File: src/rtl/core/line_editor_escape_keys_assert.svh
// ---------------------------------------------------------------------------
// line editor assertion macros
// concurrent assertion wrappers, empty when synthesizing
// ---------------------------------------------------------------------------
`ifndef LINE_EDITOR_ESCAPE_KEYS_ASSERT_SVH
`define LINE_EDITOR_ESCAPE_KEYS_ASSERT_SVH

`ifndef SYNTHESIS
// checked on every clock edge while reset is released
`define LEK_ASSERT(name, prop) \
  name: assert property (@(posedge clk_i) disable iff (!rst_ni) (prop)) \
    else $error("line editor assertion failed");
// checked on every clock edge, reset included
`define LEK_ASSERT_ALWAYS(name, prop) \
  name: assert property (@(posedge clk_i) (prop)) \
    else $error("line editor assertion failed");
`else
`define LEK_ASSERT(name, prop)
`define LEK_ASSERT_ALWAYS(name, prop)
`endif

`endif

File: src/rtl/core/lnedit_pkg.sv
// ---------------------------------------------------------------------------
// line editor package
// sizes, event codes and the controller to datapath command and status types
// ---------------------------------------------------------------------------
`default_nettype none

package lnedit_pkg;

  // line buffer size, the line holds one byte less
  localparam int unsigned LineBytes = 64;
  localparam int unsigned AddrW     = $clog2(LineBytes);
  localparam int unsigned LenW      = 6;

  // event codes
  localparam logic [3:0] EvInserted  = 4'd0;
  localparam logic [3:0] EvDropped   = 4'd1;
  localparam logic [3:0] EvBackspace = 4'd2;
  localparam logic [3:0] EvUp        = 4'd3;
  localparam logic [3:0] EvDown      = 4'd4;
  localparam logic [3:0] EvLeft      = 4'd5;
  localparam logic [3:0] EvRight     = 4'd6;
  localparam logic [3:0] EvDelete    = 4'd7;
  localparam logic [3:0] EvLineChar  = 4'd8;
  localparam logic [3:0] EvEmptyLine = 4'd9;
  localparam logic [3:0] EvIgnored   = 4'd10;

  // pointer register operation
  typedef enum logic [2:0] {
    PtrHold,
    PtrCount,
    PtrZero,
    PtrDec,
    PtrInc
  } ptr_op_e;

  // line store read address source
  typedef enum logic [1:0] {
    RdIns,
    RdRem,
    RdWin,
    RdLine
  } rd_sel_e;

  // output beat source
  typedef enum logic {
    OutStep,
    OutLine
  } out_sel_e;

  typedef struct packed {
    logic       load_byte;
    logic       ev_load;
    logic [3:0] ev_code;
    ptr_op_e    ptr_op;
    logic       clear_line;
    logic       ins_commit;
    logic       rd_en;
    rd_sel_e    rd_sel;
    logic       wr_en;
    logic       wr_byte;
    logic       eval;
    logic       out_load;
    out_sel_e   out_sel;
  } cmd_t;

  typedef struct packed {
    logic byte_zero;
    logic byte_eol;
    logic line_empty;
    logic line_full;
    logic ins_more;
    logic rem_more;
    logic win_last;
    logic line_last;
    logic out_free;
  } status_t;

endpackage

`default_nettype wire

File: src/rtl/core/lnedit_ctrl.sv
// ---------------------------------------------------------------------------
// line editor controller
// sequences insert shift, key match, removal shift and line streaming
// ---------------------------------------------------------------------------
`default_nettype none

module lnedit_ctrl (
  input  logic                clk_i,
  input  logic                rst_ni,
  input  logic                in_valid_i,
  output logic                in_ready_o,
  input  lnedit_pkg::status_t status_i,
  output lnedit_pkg::cmd_t    cmd_o
);

  typedef enum logic [9:0] {
    StIdle      = 10'b00_0000_0001,
    StDecode    = 10'b00_0000_0010,
    StInsShift  = 10'b00_0000_0100,
    StInsWrite  = 10'b00_0000_1000,
    StMatchRd   = 10'b00_0001_0000,
    StMatchEval = 10'b00_0010_0000,
    StRemove    = 10'b00_0100_0000,
    StEmit      = 10'b00_1000_0000,
    StLineRd    = 10'b01_0000_0000,
    StLineEmit  = 10'b10_0000_0000
  } state_e;

  state_e state_q, state_d;

  assign in_ready_o = (state_q == StIdle);

  // next state and commands
  always_comb begin
    state_d        = state_q;
    cmd_o          = '0;
    cmd_o.ev_code  = lnedit_pkg::EvIgnored;
    cmd_o.ptr_op   = lnedit_pkg::PtrHold;
    cmd_o.rd_sel   = lnedit_pkg::RdLine;
    cmd_o.out_sel  = lnedit_pkg::OutStep;
    case (state_q)
      StIdle: begin
        if (in_valid_i) begin
          cmd_o.load_byte = 1'b1;
          state_d         = StDecode;
        end
      end
      StDecode: begin
        cmd_o.ev_load = 1'b1;
        if (status_i.byte_zero) begin
          cmd_o.ev_code = lnedit_pkg::EvIgnored;
          state_d       = StEmit;
        end else if (status_i.byte_eol) begin
          cmd_o.ev_code = lnedit_pkg::EvEmptyLine;
          if (status_i.line_empty) begin
            cmd_o.clear_line = 1'b1;
            state_d          = StEmit;
          end else begin
            cmd_o.ptr_op = lnedit_pkg::PtrZero;
            state_d      = StLineRd;
          end
        end else if (status_i.line_full) begin
          cmd_o.ev_code = lnedit_pkg::EvDropped;
          state_d       = StMatchRd;
        end else begin
          cmd_o.ev_code = lnedit_pkg::EvInserted;
          cmd_o.ptr_op  = lnedit_pkg::PtrCount;
          state_d       = StInsShift;
        end
      end
      // open a gap at the cursor, top byte first
      StInsShift: begin
        if (status_i.ins_more) begin
          cmd_o.rd_en  = 1'b1;
          cmd_o.rd_sel = lnedit_pkg::RdIns;
          cmd_o.wr_en  = 1'b1;
          cmd_o.ptr_op = lnedit_pkg::PtrDec;
        end else begin
          state_d = StInsWrite;
        end
      end
      StInsWrite: begin
        cmd_o.wr_en      = 1'b1;
        cmd_o.wr_byte    = 1'b1;
        cmd_o.ins_commit = 1'b1;
        state_d          = StMatchRd;
      end
      // fetch the four bytes before the cursor
      StMatchRd: begin
        cmd_o.rd_en  = 1'b1;
        cmd_o.rd_sel = lnedit_pkg::RdWin;
        if (status_i.win_last) begin
          state_d = StMatchEval;
        end
      end
      StMatchEval: begin
        cmd_o.eval = 1'b1;
        state_d    = StRemove;
      end
      // close the removed span, bottom byte first
      StRemove: begin
        if (status_i.rem_more) begin
          cmd_o.rd_en  = 1'b1;
          cmd_o.rd_sel = lnedit_pkg::RdRem;
          cmd_o.wr_en  = 1'b1;
          cmd_o.ptr_op = lnedit_pkg::PtrInc;
        end else begin
          state_d = StEmit;
        end
      end
      StEmit: begin
        if (status_i.out_free) begin
          cmd_o.out_load = 1'b1;
          cmd_o.out_sel  = lnedit_pkg::OutStep;
          state_d        = StIdle;
        end
      end
      StLineRd: begin
        cmd_o.rd_en  = 1'b1;
        cmd_o.rd_sel = lnedit_pkg::RdLine;
        state_d      = StLineEmit;
      end
      StLineEmit: begin
        if (status_i.out_free) begin
          cmd_o.out_load = 1'b1;
          cmd_o.out_sel  = lnedit_pkg::OutLine;
          if (status_i.line_last) begin
            cmd_o.clear_line = 1'b1;
            state_d          = StIdle;
          end else begin
            cmd_o.ptr_op = lnedit_pkg::PtrInc;
            state_d      = StLineRd;
          end
        end
      end
      default: begin
        state_d = StIdle;
      end
    endcase
  end

  // state register
  always_ff @(posedge clk_i or negedge rst_ni) begin
    if (!rst_ni) begin
      state_q <= StIdle;
    end else begin
      state_q <= state_d;
    end
  end

endmodule

`default_nettype wire

File: src/rtl/core/lnedit_dpath.sv
// ---------------------------------------------------------------------------
// line editor datapath
// line store, length and cursor, key match window and output register
// ---------------------------------------------------------------------------
`default_nettype none

`include "line_editor_escape_keys_assert.svh"

module lnedit_dpath (
  input  logic                clk_i,
  input  logic                rst_ni,
  input  lnedit_pkg::cmd_t    cmd_i,
  output lnedit_pkg::status_t status_o,
  input  logic [7:0]          key_byte_i,
  input  logic                out_ready_i,
  output logic                out_valid_o,
  output logic [3:0]          event_res_o,
  output logic [7:0]          echo_char_o,
  output logic [7:0]          line_char_o,
  output logic                last_o,
  output logic [5:0]          line_length_o,
  output logic [5:0]          cursor_position_o
);

  localparam int unsigned AW = lnedit_pkg::AddrW;

  localparam logic [7:0] KeyBackspace = 8'h7f;
  localparam logic [7:0] KeyEsc       = 8'h1b;
  localparam logic [7:0] KeyBracket   = 8'h5b;
  localparam logic [7:0] KeyUp        = 8'h41;
  localparam logic [7:0] KeyDown      = 8'h42;
  localparam logic [7:0] KeyLeft      = 8'h44;
  localparam logic [7:0] KeyRight     = 8'h43;
  localparam logic [7:0] KeyThree     = 8'h33;
  localparam logic [7:0] KeyTilde     = 8'h7e;
  localparam logic [7:0] KeyCr        = 8'h0d;
  localparam logic [7:0] KeyLf        = 8'h0a;
  localparam logic [7:0] PrintLo      = 8'd32;
  localparam logic [7:0] PrintHi      = 8'd126;
  localparam logic [7:0] EchoUnknown  = 8'd63;
  localparam logic [7:0] EchoNewline  = 8'd10;

  // echo value of a received byte
  function automatic logic [7:0] echo_of(input logic [7:0] b);
    logic [7:0] e;
    if (b == 8'd0) begin
      e = 8'd0;
    end else if (b == KeyCr || b == KeyLf) begin
      e = EchoNewline;
    end else if (b >= PrintLo && b <= PrintHi) begin
      e = b;
    end else begin
      e = EchoUnknown;
    end
    return e;
  endfunction

  logic [7:0]    byte_q;
  logic [3:0]    ev_q, ev_eval;
  logic [AW-1:0] count_q, count_d;
  logic [AW-1:0] cursor_q, cursor_d;
  logic [AW-1:0] ptr_q, ptr_d;
  logic [2:0]    rem_q, rem_eval;
  logic [1:0]    k_q;
  logic          cap_q;
  logic [7:0]    win_q [3];

  logic [7:0]    mem_q [lnedit_pkg::LineBytes];
  logic [7:0]    rd_data_q;
  logic [AW-1:0] rd_addr;
  logic          wr_en_q;
  logic          wr_byte_q;
  logic [AW-1:0] wr_addr_q;
  logic [7:0]    wr_data;

  logic          out_valid_q;
  logic [3:0]    out_ev_q;
  logic [7:0]    out_echo_q;
  logic [7:0]    out_char_q;
  logic          out_last_q;
  logic [AW-1:0] out_len_q;
  logic [AW-1:0] out_cur_q;

  logic [7:0]    b1, b2, b3, b4;
  logic          esc3, hit_bs, hit_up, hit_down, hit_left, hit_right, hit_del;
  logic [AW-1:0] base1, base3, base4, avail, start_eval, cur_eval;

  // status toward the controller
  assign status_o.byte_zero  = (byte_q == 8'd0);
  assign status_o.byte_eol   = (byte_q == KeyCr) || (byte_q == KeyLf);
  assign status_o.line_empty = (count_q == '0);
  assign status_o.line_full  = (count_q >= AW'(lnedit_pkg::LineBytes - 1));
  assign status_o.ins_more   = (ptr_q > cursor_q);
  assign status_o.rem_more   = (ptr_q < count_q);
  assign status_o.win_last   = (k_q == 2'd3);
  assign status_o.line_last  = (ptr_q == count_q - AW'(1));
  assign status_o.out_free   = !out_valid_q || out_ready_i;

  // key match over the bytes before the cursor, newest is the read data
  always_comb begin
    b1         = rd_data_q;
    b2         = win_q[2];
    b3         = win_q[1];
    b4         = win_q[0];
    base1      = cursor_q - AW'(1);
    base3      = cursor_q - AW'(3);
    base4      = cursor_q - AW'(4);
    esc3       = (cursor_q >= AW'(3)) && (b3 == KeyEsc) && (b2 == KeyBracket);
    hit_bs     = (cursor_q != '0) && (b1 == KeyBackspace);
    hit_up     = esc3 && (b1 == KeyUp);
    hit_down   = esc3 && (b1 == KeyDown);
    hit_left   = esc3 && (b1 == KeyLeft);
    hit_right  = esc3 && (b1 == KeyRight);
    hit_del    = (cursor_q >= AW'(4)) && (b4 == KeyEsc) && (b3 == KeyBracket) &&
                 (b2 == KeyThree) && (b1 == KeyTilde);
    ev_eval    = ev_q;
    start_eval = count_q;
    rem_eval   = 3'd0;
    cur_eval   = cursor_q;
    avail      = '0;
    if (hit_bs) begin
      // key byte plus the byte before it, or the one after at line start
      ev_eval    = lnedit_pkg::EvBackspace;
      start_eval = (base1 == '0) ? '0 : base1 - AW'(1);
      avail      = count_q - start_eval;
      rem_eval   = (avail >= AW'(2)) ? 3'd2 : 3'd1;
      cur_eval   = start_eval;
    end else if (hit_up) begin
      ev_eval    = lnedit_pkg::EvUp;
      start_eval = base3;
      rem_eval   = 3'd3;
      cur_eval   = base3;
    end else if (hit_down) begin
      ev_eval    = lnedit_pkg::EvDown;
      start_eval = base3;
      rem_eval   = 3'd3;
      cur_eval   = base3;
    end else if (hit_left) begin
      ev_eval    = lnedit_pkg::EvLeft;
      start_eval = base3;
      rem_eval   = 3'd3;
      cur_eval   = (base3 == '0) ? '0 : base3 - AW'(1);
    end else if (hit_right) begin
      ev_eval    = lnedit_pkg::EvRight;
      start_eval = base3;
      rem_eval   = 3'd3;
      cur_eval   = (base3 < count_q - AW'(3)) ? base3 + AW'(1) : base3;
    end else if (hit_del) begin
      // sequence plus the byte at the cursor when there is one
      ev_eval    = lnedit_pkg::EvDelete;
      start_eval = base4;
      avail      = count_q - base4;
      rem_eval   = (avail >= AW'(5)) ? 3'd5 : 3'd4;
      cur_eval   = base4;
    end
  end

  // length, cursor and pointer next values
  always_comb begin
    count_d  = count_q;
    cursor_d = cursor_q;
    if (cmd_i.clear_line) begin
      count_d  = '0;
      cursor_d = '0;
    end
    if (cmd_i.ins_commit) begin
      count_d  = count_q + AW'(1);
      cursor_d = cursor_q + AW'(1);
    end
    if (cmd_i.eval) begin
      count_d  = count_q - AW'(rem_eval);
      cursor_d = cur_eval;
    end
    case (cmd_i.ptr_op)
      lnedit_pkg::PtrCount: ptr_d = count_q;
      lnedit_pkg::PtrZero:  ptr_d = '0;
      lnedit_pkg::PtrDec:   ptr_d = ptr_q - AW'(1);
      lnedit_pkg::PtrInc:   ptr_d = ptr_q + AW'(1);
      default:              ptr_d = ptr_q;
    endcase
    if (cmd_i.eval) begin
      ptr_d = start_eval;
    end
  end

  // read address select
  always_comb begin
    case (cmd_i.rd_sel)
      lnedit_pkg::RdIns: rd_addr = ptr_q - AW'(1);
      lnedit_pkg::RdRem: rd_addr = ptr_q + AW'(rem_q);
      lnedit_pkg::RdWin: rd_addr = cursor_q + AW'(k_q) - AW'(4);
      default:           rd_addr = ptr_q;
    endcase
  end

  assign wr_data = wr_byte_q ? byte_q : rd_data_q;

  // line store, the write is done in the cycle after its command
  always_ff @(posedge clk_i) begin
    if (wr_en_q) begin
      mem_q[wr_addr_q] <= wr_data;
    end
    if (cmd_i.rd_en) begin
      rd_data_q <= mem_q[rd_addr];
    end
  end

  // control registers
  always_ff @(posedge clk_i or negedge rst_ni) begin
    if (!rst_ni) begin
      count_q     <= '0;
      cursor_q    <= '0;
      ptr_q       <= '0;
      k_q         <= '0;
      cap_q       <= 1'b0;
      wr_en_q     <= 1'b0;
      out_valid_q <= 1'b0;
    end else begin
      count_q  <= count_d;
      cursor_q <= cursor_d;
      ptr_q    <= ptr_d;
      cap_q    <= cmd_i.rd_en && (cmd_i.rd_sel == lnedit_pkg::RdWin);
      wr_en_q  <= cmd_i.wr_en;
      if (cmd_i.rd_en && (cmd_i.rd_sel == lnedit_pkg::RdWin)) begin
        k_q <= k_q + 2'd1;
      end
      if (cmd_i.out_load) begin
        out_valid_q <= 1'b1;
      end else if (out_ready_i) begin
        out_valid_q <= 1'b0;
      end
    end
  end

  // payload registers
  always_ff @(posedge clk_i) begin
    if (cmd_i.load_byte) begin
      byte_q <= key_byte_i;
    end
    if (cmd_i.ev_load) begin
      ev_q <= cmd_i.ev_code;
    end else if (cmd_i.eval) begin
      ev_q <= ev_eval;
    end
    if (cmd_i.eval) begin
      rem_q <= rem_eval;
    end
    if (cmd_i.wr_en) begin
      wr_byte_q <= cmd_i.wr_byte;
      wr_addr_q <= cmd_i.wr_byte ? cursor_q : ptr_q;
    end
    if (cap_q) begin
      win_q[0] <= win_q[1];
      win_q[1] <= win_q[2];
      win_q[2] <= rd_data_q;
    end
    if (cmd_i.out_load) begin
      if (cmd_i.out_sel == lnedit_pkg::OutLine) begin
        out_ev_q   <= lnedit_pkg::EvLineChar;
        out_echo_q <= EchoNewline;
        out_char_q <= rd_data_q;
        out_last_q <= status_o.line_last;
        out_len_q  <= '0;
        out_cur_q  <= '0;
      end else begin
        out_ev_q   <= ev_q;
        out_echo_q <= echo_of(byte_q);
        out_char_q <= 8'd0;
        out_last_q <= 1'b1;
        out_len_q  <= count_q;
        out_cur_q  <= cursor_q;
      end
    end
  end

  assign out_valid_o       = out_valid_q;
  assign event_res_o       = out_ev_q;
  assign echo_char_o       = out_echo_q;
  assign line_char_o       = out_char_q;
  assign last_o            = out_last_q;
  assign line_length_o     = lnedit_pkg::LenW'(out_len_q);
  assign cursor_position_o = lnedit_pkg::LenW'(out_cur_q);

  // checks
  `LEK_ASSERT(a_cursor_in_line, cursor_q <= count_q)
  `LEK_ASSERT(a_commit_grows, cmd_i.ins_commit |=> count_q == AW'($past(count_q) + 1'b1))
  `LEK_ASSERT(a_load_when_free, cmd_i.out_load |-> (!out_valid_q || out_ready_i))
  `LEK_ASSERT(a_eval_ptr_bound, cmd_i.eval |=> ptr_q <= count_q)

endmodule

`default_nettype wire

File: src/rtl/core/line_editor_escape_keys.sv
// ---------------------------------------------------------------------------
// line editor with escape key decoding
// console byte in, edit events and completed line characters out
// ---------------------------------------------------------------------------
//  channel   dir  beat contents
//  s_axis    in   tdata[7:0] key_byte
//  m_axis    out  tuser event_res, tdata echo/line char/length/cursor, tlast
//
//  ordinary byte: the line store, with one port per direction, shifts a byte a cycle
//    to open the gap at the cursor and to close the span removed after a match
//  full line: no insert shift, only the match and the removal; zero byte: no store access
//  line end: one store read per output beat; empty line: no store read
//  reset clears length and cursor at once; the store needs no clearing
//  a new byte is taken while the final beat of the last one waits in the output register
// ---------------------------------------------------------------------------
`default_nettype none

module line_editor_escape_keys (
  input  logic        clk_i,
  input  logic        rst_ni,
  input  logic        s_axis_tvalid_i,
  output logic        s_axis_tready_o,
  // [7:0] key_byte
  input  logic [7:0]  s_axis_tdata_i,
  output logic        m_axis_tvalid_o,
  input  logic        m_axis_tready_i,
  // [7:0] echo_char, [15:8] line_char, [21:16] line_length,
  // [27:22] cursor_position, [31:28] zero
  output logic [31:0] m_axis_tdata_o,
  // [3:0] event_res
  output logic [3:0]  m_axis_tuser_o,
  output logic        m_axis_tlast_o
);

  lnedit_pkg::cmd_t    cmd;
  lnedit_pkg::status_t status;
  logic [7:0]          echo_char;
  logic [7:0]          line_char;
  logic [5:0]          line_length;
  logic [5:0]          cursor_position;

  // sequencer
  lnedit_ctrl u_ctrl (
    .clk_i      (clk_i),
    .rst_ni     (rst_ni),
    .in_valid_i (s_axis_tvalid_i),
    .in_ready_o (s_axis_tready_o),
    .status_i   (status),
    .cmd_o      (cmd)
  );

  // line store and output register
  lnedit_dpath u_dpath (
    .clk_i             (clk_i),
    .rst_ni            (rst_ni),
    .cmd_i             (cmd),
    .status_o          (status),
    .key_byte_i        (s_axis_tdata_i),
    .out_ready_i       (m_axis_tready_i),
    .out_valid_o       (m_axis_tvalid_o),
    .event_res_o       (m_axis_tuser_o),
    .echo_char_o       (echo_char),
    .line_char_o       (line_char),
    .last_o            (m_axis_tlast_o),
    .line_length_o     (line_length),
    .cursor_position_o (cursor_position)
  );

  // output beat packing
  assign m_axis_tdata_o = {4'd0, cursor_position, line_length, line_char, echo_char};

endmodule

`default_nettype wire
File: config.mk
export PLATFORM = sky130hd
export DESIGN_NAME = line_editor_escape_keys
export DESIGN_NICKNAME = d
export VERILOG_FILES = /design/src/rtl/core/lnedit_pkg.sv /design/src/rtl/core/lnedit_ctrl.sv /design/src/rtl/core/lnedit_dpath.sv /design/src/rtl/core/line_editor_escape_keys.sv
export VERILOG_INCLUDE_DIRS = /design/src /design/src/rtl/core
export SDC_FILE = /design/constraint.sdc
export NUM_CORES = 1
export LEC_CHECK = 0
export BUFFER_PORTS_ARGS = -buffer_cell sky130_fd_sc_hd__buf_2
export CORE_UTILIZATION = 50
export CTS_CLUSTER_DIAMETER = 30
export DETAILED_ROUTE_END_ITERATION = 12
export PLACE_DENSITY = 0.63
export SLEW_MARGIN = 40
export SYNTH_ARGS = -nofsm -noshare
export SYNTH_HDL_FRONTEND = slang
export SYNTH_HIERARCHICAL = 1
export SYNTH_SLANG_ARGS = --single-unit
File: constraint.sdc
create_clock -name clk_i -period 6.2 [get_ports clk_i]
set_clock_uncertainty 0.15 [all_clocks]
set_input_delay 0.31 -clock clk_i [delete_from_list [all_inputs] [get_ports clk_i]]
set_output_delay 0.31 -clock clk_i [all_outputs]
set_load 0.01 [all_outputs]
# ---- After elaboration in Yosys (flattened, before gate mapping)
# Memories as Yosys holds them, arrays and structs flattened. A register that Yosys moved wholly into a read port is not among the register bits.
# Cells that the tools add are included.
dict set report word_totals {
  out_inout_bits 39
  register_bits 88
  input_bits 12
  ram_bits 536
  wordCells 212
  memories 2
}
dict set report op_classes {
  bitwise_logic 1
  n_lt_le_gt_ge 10
  add_sub_neg 19
  n_reduce_logical 32
  mux 89
  eq_ne 38
}
# name depth word_bits read_ports rd_clocked_by_memory_dff write_ports line_no
set memory_table {}
lappend memory_table {u_dpath.mem_q 64 8 1 1 1 lnedit_dpath.sv:68} ;# logic [7:0] mem_q [lnedit_pkg::LineBytes];
lappend memory_table {u_dpath.win_q 3 8 3 0 3 lnedit_dpath.sv:66} ;# logic [7:0] win_q [3];
# op n
set op_table {}
lappend op_table {{2-to-1 mux 6 bit} 23}
lappend op_table {{case mux 10 bit (10 select lines)} 1}
lappend op_table {{2-to-1 mux 10 bit} 8}
lappend op_table {{== test 8 x 7 -> 1 bit (second input constant)} 8}
lappend op_table {{2-to-1 mux 4 bit} 15}
lappend op_table {{subtractor 6 x 1 -> 6 bit (second input constant)} 5}
lappend op_table {{adder 6 x 1 -> 6 bit (second input constant)} 4}
lappend op_table {{2-to-1 mux 3 bit} 8}
lappend op_table {{case mux 3 bit (4 select lines)} 2}
lappend op_table {{case mux 6 bit (4 select lines)} 1}
lappend op_table {{logical NOT 6 bit} 3}
lappend op_table {{2-to-1 mux 9 bit} 2}
lappend op_table {{case mux 6 bit (3 select lines)} 1}
lappend op_table {{== test 8 x 4 -> 1 bit (second input constant)} 2}
lappend op_table {{== test 8 x 5 -> 1 bit (second input constant)} 2}
lappend op_table {{2-to-1 mux 1 bit} 16}
lappend op_table {{logical AND 1 bit} 13}
lappend op_table {{greater-or-equal comparator 6 x 2 -> 1 bit (second input constant)} 2}
lappend op_table {{greater-or-equal comparator 6 x 3 -> 1 bit (second input constant)} 2}
lappend op_table {{less-than comparator 6 bit} 2}
lappend op_table {{!= test 2 bit (second input constant)} 6}
lappend op_table {{subtractor 6 x 2 -> 6 bit (second input constant)} 2}
lappend op_table {{subtractor 6 x 3 -> 6 bit (second input constant)} 2}
lappend op_table {{subtractor 6 bit} 2}
lappend op_table {{47 further kinds} 57}

# ---- Longest topological paths before layout
# Gate-level depths: netlist of the first run.
# An unclocked memory read counts as a cell.
dict set report logic_depth {
  ltp_word 14
  depth_mapped 25
}

# ---- Cells and area by module
# Netlist of the first run, hierarchy kept.
# mod area_each_um2 seq_area_each_um2 instances cells_per_inst
set modules_own_cells {}
lappend modules_own_cells {lnedit_dpath 27832.9 18562.8 1 2082}
lappend modules_own_cells {lnedit_ctrl 785.8 251.5 1 93}
lappend modules_own_cells {line_editor_escape_keys 33.8 0.0 1 5}

# ---- Worst setup path before layout of the first run
# OpenSTA, ideal clock, no wires.
dict set report synth_timing {
  kind {register to register}
  startpoint {reg u_ctrl.state_q[4]}
  endpoint {reg u_dpath.out_cur_q[0], in the netlist u_dpath/cursor_position_o[0] (enable)}
  slack_ps 1024
  t_arrival_ps 4506
  stages_incl_launch_ff 5
  period_less_slack_ps 5176
  required_time_ps 5530
  cell_sequence {dfrtp_1 buf_2 nor3_1 nand2_1 nor4b_1}
}
# item line_no
set synth_rtl {}
lappend synth_rtl {{start: declaration} lnedit_ctrl.sv:29} ;# state_e state_q, state_d;
lappend synth_rtl {{start signal: assignment} lnedit_ctrl.sv:145} ;# state_q <= StIdle;
lappend synth_rtl {{start signal: assignment} lnedit_ctrl.sv:147} ;# state_q <= state_d;
lappend synth_rtl {{end signal: assignment} lnedit_dpath.sv:271} ;# out_cur_q <= cursor_q;
lappend synth_rtl {{end: declaration} lnedit_dpath.sv:82} ;# logic [AW-1:0] out_cur_q;

==> flow_summary.toml, run 1 <==
[cells_and_area]
post_route_cells_drive_above_1_share_pct = 18.5
diodes = 0
area_growth_pct = 19.5
nets = 2370
final_area_um2 = 34200
final_cell_count_no_fill = 3167

[yosys]
syn_inst = 2180
synthDistinctLibCells = 90
yosysTopAreaCellShare_pct = 62.8
ys_ff_latch = 632
synthArstFlopShare_pct = 5.22
synth_seq_area_share_pct = 65.7
ys_warn_count = 6
synth_edf_count = 599
syn_area_per_cell_um2 = 13.1
yosys-top-cells-count = "599 x edfxtp_1, 344 x nand2_1, 141 x nor2_1"
synth_ff_type = "edfxtp_1"
synth_area_um2 = 28700
synth_top_area_cell = "edfxtp_1"
yosysMostFrequentCell = "edfxtp_1"
synth.area.top_cells = "edfxtp_1 63%, nand2_1 4.5%, mux4_2 3.0%"

[sta]
worstMarginPinSlew_ns = 0.911
rsz0062_at_grt = "no"
finalCriticalPeriod_ns = 5.72
hold_viol = 0
maxSlewHeadroom_pct = 39.3
setup_slack_ns = 0.481
fin_tns_setup_ns = 0
slew_viol_final = 0
max_freq_mhz = 175
setup_viol = 0
finalCritPeriodShare_pct = 92.2

[routing]
drc = 0
drt_wl_total_um = 79500
routed_via_density = 6.10
top_layer = "met4"
wl_met1_um = 31700
antenna_left = 0
drtIter0Drc = 2204
num_vias = 19300
post_drt_wl_per_cell_um = 25.1
dr_wl_met3_um = 6770
dr_wl_met2_um = 38100
drtPass1Iterations = 5

[critical_path]
endpoint_kind = "flop"
critPathLaunchType = "flop"
slowest_delay_ns = 0.84
cp_num_buf_inv = 3
critPathTopFamily = "compound AO/OA/AOI/OAI gates"
crit_slowest_cell = "mux4_4"
timing_worst_setup_path_type = "flop to flop"
path_depth = 20
crit_arrival_ns = 6.05
crit_fanout = 17
required_ns = 6.53
crit_chain = "inv_1, ha_1, nor2b_1, o21a_1, o21a_1, o21ai_0, nand2b_1, a21oi_1, a31oi_1, nand4_1, and2_1, inv_4, mux4_4, a21oi_2, buf_4, a221oi_1, o21ai_0, nand3_1, a22o_1, o32ai_1"
rr_worst_depth = 20

[clock_network]
cts_buffers = 120
insertion_delay_ns = 0.69
htree_levels = 3
post-cts-setup-buffers = 0
cts_resized = 0
clock_sinks = 632
cts_tree = "built"
path_clk_slew_ns = 0.05
root_buffer = "clkbuf_16"
cts-hold-fix-buffers = 13
cts_buffer_depth = 3

[min_path]
hold_depth = 2
min_path_type = "input port to flop"

[placement]
place_ws_ns = 0.520
io_buffers = 46
place_inst = 2925
place.gp.congestion = 0.953
dpl-instance-area_um2 = 29800
hpwl_um = 51200

[power_and_ir_drop]
power.density_nw_per_um2 = 498
ir_worst_vdd_mv = 0.351
leakage_nw = 12.1
p_total_mw = 17.0

[grt]
grt_pass1_vias = 19100
grtUsageTotal_pct = 27.9
grt_pass1_wl_um = 120000
grt.overflow.total = 0
grt_max_degree = 65
antenna_found_initial = 0

[floorplan]
fp.dieArea_um2 = 58300
fp.dieW_um = 241
die_y_um = 241
initial_core_util_pct = 50.7
ios = 51
row_count = 87
core_um2 = 56500

[job]
maxCapViolCount = 0

[outcome]
status = "finished clean"
[layout make-up]
cell class,count,area [um2]
clock buffers,134,3080
clock inverters,95,1140
fillers,4286,22300
inverters,42,160
multi-input cells,1375,9150
flip-flops and latches,632,18800
well taps,756,946
repair buffers,133,956
[per-layer routing]
layer / vias to the layer above / track usage (%)
met4: 0 / 12.1
met2: 987 / 45.3
met3: 185 / 4.84
li1: 8568 / -
met5: - / 0
met1: 9583 / 37.0
[report_power, final]
group / switching, mW / total (mW) / internal (mW)
combinational: 3.38 / 5.30 / 1.92
sequential: 0.136 / 5.15 / 5.02
clock: 2.30 / 6.59 / 4.29
total: 5.82 / 17.0 / 11.2
[placed cells by master (no fill, tap or decap), drive strengths merged, types with 8 or more instances in the layout]
cell	n
buf	120
ha	49
a31oi	28
nor3	24
clkinvlp	14
nor2b	22
nand2	344
edfxtp	599
nand2b	21
and3	37
mux2	14
mux4	40
and2	19
nand4	9
bufinv	16
clkinv	45
a41o	8
a2111oi	9
a221oi	31
nor4	16
a211oi	29
nor2	143
a21o	12
dfrtp	32
o21ai	69
nand3	136
a21oi	43
clkbuf	134
inv	62
xnor2	48
a311oi	23
or3	10
xor2	12
dlygate4sd3	13
mux2i	36
o211ai	9
[path summary, 6_finish.rpt]
kind,from,endpoint,slack [ns]
max,u_dpath/ptr_q[0],u_dpath/b1[1],0.48
min in group asynchronous,rst_ni,u_ctrl/state_q[6],0.60
max reg2reg,u_dpath/ptr_q[0],u_dpath/b1[1],0.48
min,s_axis_tdata_i[7],u_dpath/byte_q[7],0.20
min reg2reg,u_dpath/win_q[0][9],u_dpath/win_q[0][1],0.29
max in group asynchronous,rst_ni,u_dpath/cap_q,4.27
[registers in the layout, summed over array words and instances (netlist names), 8 cells and up]
register	flops
u_dpath/b1	8
u_dpath/line_char_o	8
u_dpath/echo_char_o	8
u_dpath/mem_q	512
u_dpath/byte_q	8
u_dpath/win_q	24
u_ctrl/state_q	10
[worst reg2reg max path: cells and delay by family (launching register included)]
kind                     cells  cell delay, ns
buffers and inverters        3            0.69
AO/OA/AOI/OAI               10            2.18
flip-flops                   1            0.51
adder cells (fa/ha/maj)      1            0.24
AND/OR/NAND/NOR              5            0.95
multiplexers                 1            0.84
[cell families after synthesis]
kind of cell / count (synthesis) / share of synthesized area (%)
mux: 90 / 4.99
simple gates: 829 / 13.7
buf+inv: 176 / 2.87
compound gates: 336 / 8.34
flops: 632 / 65.7
fa+ha+maj: 54 / 2.49
other cells: 3 / 0.0393
xor+xnor: 60 / 1.86
[stage by stage]
stage	hold WS [ns]	utilization (%)
floorplan	-0.136	-
global placement	0.275	52.8
detailed placement	0.165	52.8
CTS	0.168	60.5
global route	0.187	60.6
finish	0.200	60.6
Note: power is estimated with default switching activity, not from simulation.
==> run 2, diff against run 1 <==
Settings changed: CELL_PAD_IN_SITES_DETAIL_PLACEMENT from default to 0, CELL_PAD_IN_SITES_GLOBAL_PLACEMENT from default to 1, PLACE_DENSITY 0.63 to 0.73.
==> run 2 against run 1 <==
Effect of this change: register-to-register slack got worse by 0.04 ns; cell area rose by 0.13%; combinational power barely moved; first-iteration DRC count fell by 9.8%; global-route usage fell by 0.16 points; via count fell by 1.8%; non-clock buffer count fell by 3; highest routed layer unchanged; clock power rose by 3.2%; cell count fell by 0.25%; fmax fell by 0.78%; sequential power barely moved; sequential share of layout area fell by 0.072 points; critical path type unchanged.
==> flow_summary.toml, run 2 (synthesized netlist as in run 1, its figures left out) <==
[grt]
grt.met2_usage_pct = 44.6
antenna_found_initial = 1
grt_pass1_wl_um = 118000
grt_max_degree = 65
use_met3_pct = 5.25
grt.overflow.total = 0
grtUsageTotal_pct = 27.7
grt_pass1_vias = 18800
grt_util_met1_pct = 36.5
top_usage_layer = "met2"

[cells_and_area]
largest_reg_flops = 512
post_route_cells_drive_above_1_share_pct = 18.4
largest_register = "u_dpath/mem_q"
fill_cells = 4293
diodes = 0
top_regs = "u_dpath/mem_q: 512 flops, u_dpath/win_q: 24 flops, u_ctrl/state_q: 10 flops"
nets = 2366
layout_commonest_cell = "edfxtp_1"
area_growth_pct = 19.7
final_cell_mix = "599 x edfxtp_1, 342 x nand2_1, 136 x nand3_1"
final_cell_count_no_fill = 3159

[power_and_ir_drop]
switchingPower_mw = 5.78
p_seq_share_pct = 29.9
ir_worst_vdd_mv = 0.341
switching_share_pct = 33.5
power.density_nw_per_um2 = 503
clockPowerShare_pct = 39.4
intPower_mw = 11.5
leakage_nw = 12.1
pwr-share-comb_pct = 30.6

[critical_path]
crit_arrival_ns = 5.98
cp_num_buf_inv = 2
crit_chain = "inv_1, ha_1, nor2b_1, o21a_1, o21a_1, o21ai_0, nand2b_1, a21oi_1, a31oi_1, nand4_1, and2_1, nor2_1, a2bb2oi_2, and2_4, buf_4, mux4_2, nand2_1, nand3_1, a32oi_1, o32ai_1"
crit_fanout = 35
timing_worst_setup_path_type = "flop to flop"
rr_worst_depth = 20
slowest_delay_ns = 0.62
required_ns = 6.42
critPathLaunchType = "flop"
timing.rr.start = "u_dpath/ptr_q[0]"
endpoint_kind = "flop"
crit_top_cell = "o21a_1"
reg2reg_slack_ns = 0.44
crit_slowest_cell = "and2_4"
timing.rr.end = "u_dpath/b1[5]"
critPathTopFamily = "simple AND/OR/NAND/NOR gates"

[outcome]
status = "finished clean"

[floorplan]
fp.dieW_um = 241
ios = 51
core_um2 = 56500
initial_core_util_pct = 50.7
fp.dieArea_um2 = 58300
row_count = 87
die_y_um = 241

[routing]
drt_wl_total_um = 79200
antenna_left = 0
post_drt_wl_per_cell_um = 25.1
drc = 0
routed_via_density = 6.00
drtPass1Iterations = 8
drtIter0Drc = 1989
num_vias = 19000

[clock_network]
cts_buffer_depth = 3
cts_resized = 0
clock_sinks = 632
insertion_delay_ns = 0.66
cts_buffers = 119
cts-hold-fix-buffers = 11
post-cts-setup-buffers = 0
path_clk_slew_ns = 0.05
cts_tree = "built"
htree_levels = 3
root_buffer = "clkbuf_16"

[min_path]
min_path_type = "input port to async pin"

[sta]
slew_viol_final = 0
fin_tns_setup_ns = 0
worstMarginPinSlew_ns = 0.883
max_freq_mhz = 173
finalCriticalPeriod_ns = 5.76
finalCritPeriodShare_pct = 93.0
timing.hold.ws_ns = 0.0342
hold_viol = 0
rsz0062_at_grt = "no"
setup_viol = 0
maxSlewHeadroom_pct = 40.9

[placement]
io_buffers = 46
hpwl_um = 50700
place.gp.congestion = 0.944
place_inst = 2924

[job]
maxCapViolCount = 0
## run 2: cell types whose count changed in the layout (fill, tap and decap cells not counted), sizes merged
cell         previous run  this run
buf                   120       119
bufinv                 16        23
clkbuf                134       129
clkinv                 45        35
clkinvlp               14        18
dlygate4sd3            13        11
inv                    62        61
## run 2: final cells by class
type | instances | area (um2) | area share [%]
timing repair buffer | 130 | 941 | 2.74
clock inverter | 95 | 1230 | 3.58
tap | 756 | 946 | 2.76
clock buffer | 129 | 3060 | 8.92
inverter | 42 | 160 | 0.467
sequential | 632 | 18800 | 54.9
multi-input combinational | 1375 | 9140 | 26.7
## run 2: how the worst max path moves through the flow
| stage | to | startpoint | depth (start not counted) |
|---|---|---|---|
| after global routing | u_dpath/b1[5] | u_dpath/ptr_q[0] | 20 |
| final | u_dpath/b1[5] | u_dpath/ptr_q[0] | 20 |
| after detailed placement | u_dpath/b1[5] | u_dpath/ptr_q[0] | 21 |
| after floorplan | u_dpath/cursor_position_o[0] | u_ctrl/state_q[4] | 4 |
| after global placement | u_dpath/b1[2] | u_dpath/ptr_q[0] | 20 |
| after CTS | u_dpath/b1[5] | u_dpath/ptr_q[0] | 20 |
## run 2: worst register-to-register path, cell delays in order (launching register included)
cell and delay, ns:
dfrtp_1 0.50, inv_1 0.25, ha_1 0.19, nor2b_1 0.04, o21a_1 0.16, o21a_1 0.16, o21ai_0 0.15, nand2b_1 0.08
a21oi_1 0.14, a31oi_1 0.09, nand4_1 0.16, and2_1 0.57, nor2_1 0.23, a2bb2oi_2 0.49, and2_4 0.62, buf_4 0.34
mux4_2 0.33, nand2_1 0.10, nand3_1 0.12, a32oi_1 0.43, o32ai_1 0.18
## run 2: power by group through the flow
stage	registers, mW	clock network (mW)	logic, mW
CTS	5.16	6.89	5.24
detailed placement	5.24	0	5.19
global placement	5.23	0	5.13
floorplan	5.18	0	3.56
finish	5.16	6.80	5.28
global route	5.17	7.09	5.68
## run 2: metrics by stage
stage | util, % | cell area (um2) | setup slack, ns | total power [mW]
global route | 60.7 | 34300 | 0.153 | 17.9
CTS | 60.6 | 34200 | 0.469 | 17.3
detailed placement | 52.8 | 29800 | 0.526 | 10.4
finish | 60.7 | 34300 | 0.436 | 17.2
global placement | 52.8 | 29800 | 0.485 | 10.4
floorplan | - | 28700 | 1.02 | 8.74
## run 2: per-layer routing
metal  wire (um)  up-vias  part of all wire [%]
li1            -     8563                     -
met1       31800     9406                    40
met2       38200      824                    48
met3        6040      175                   7.6
met4        3130        0                   4.0
met5           0        -                     0
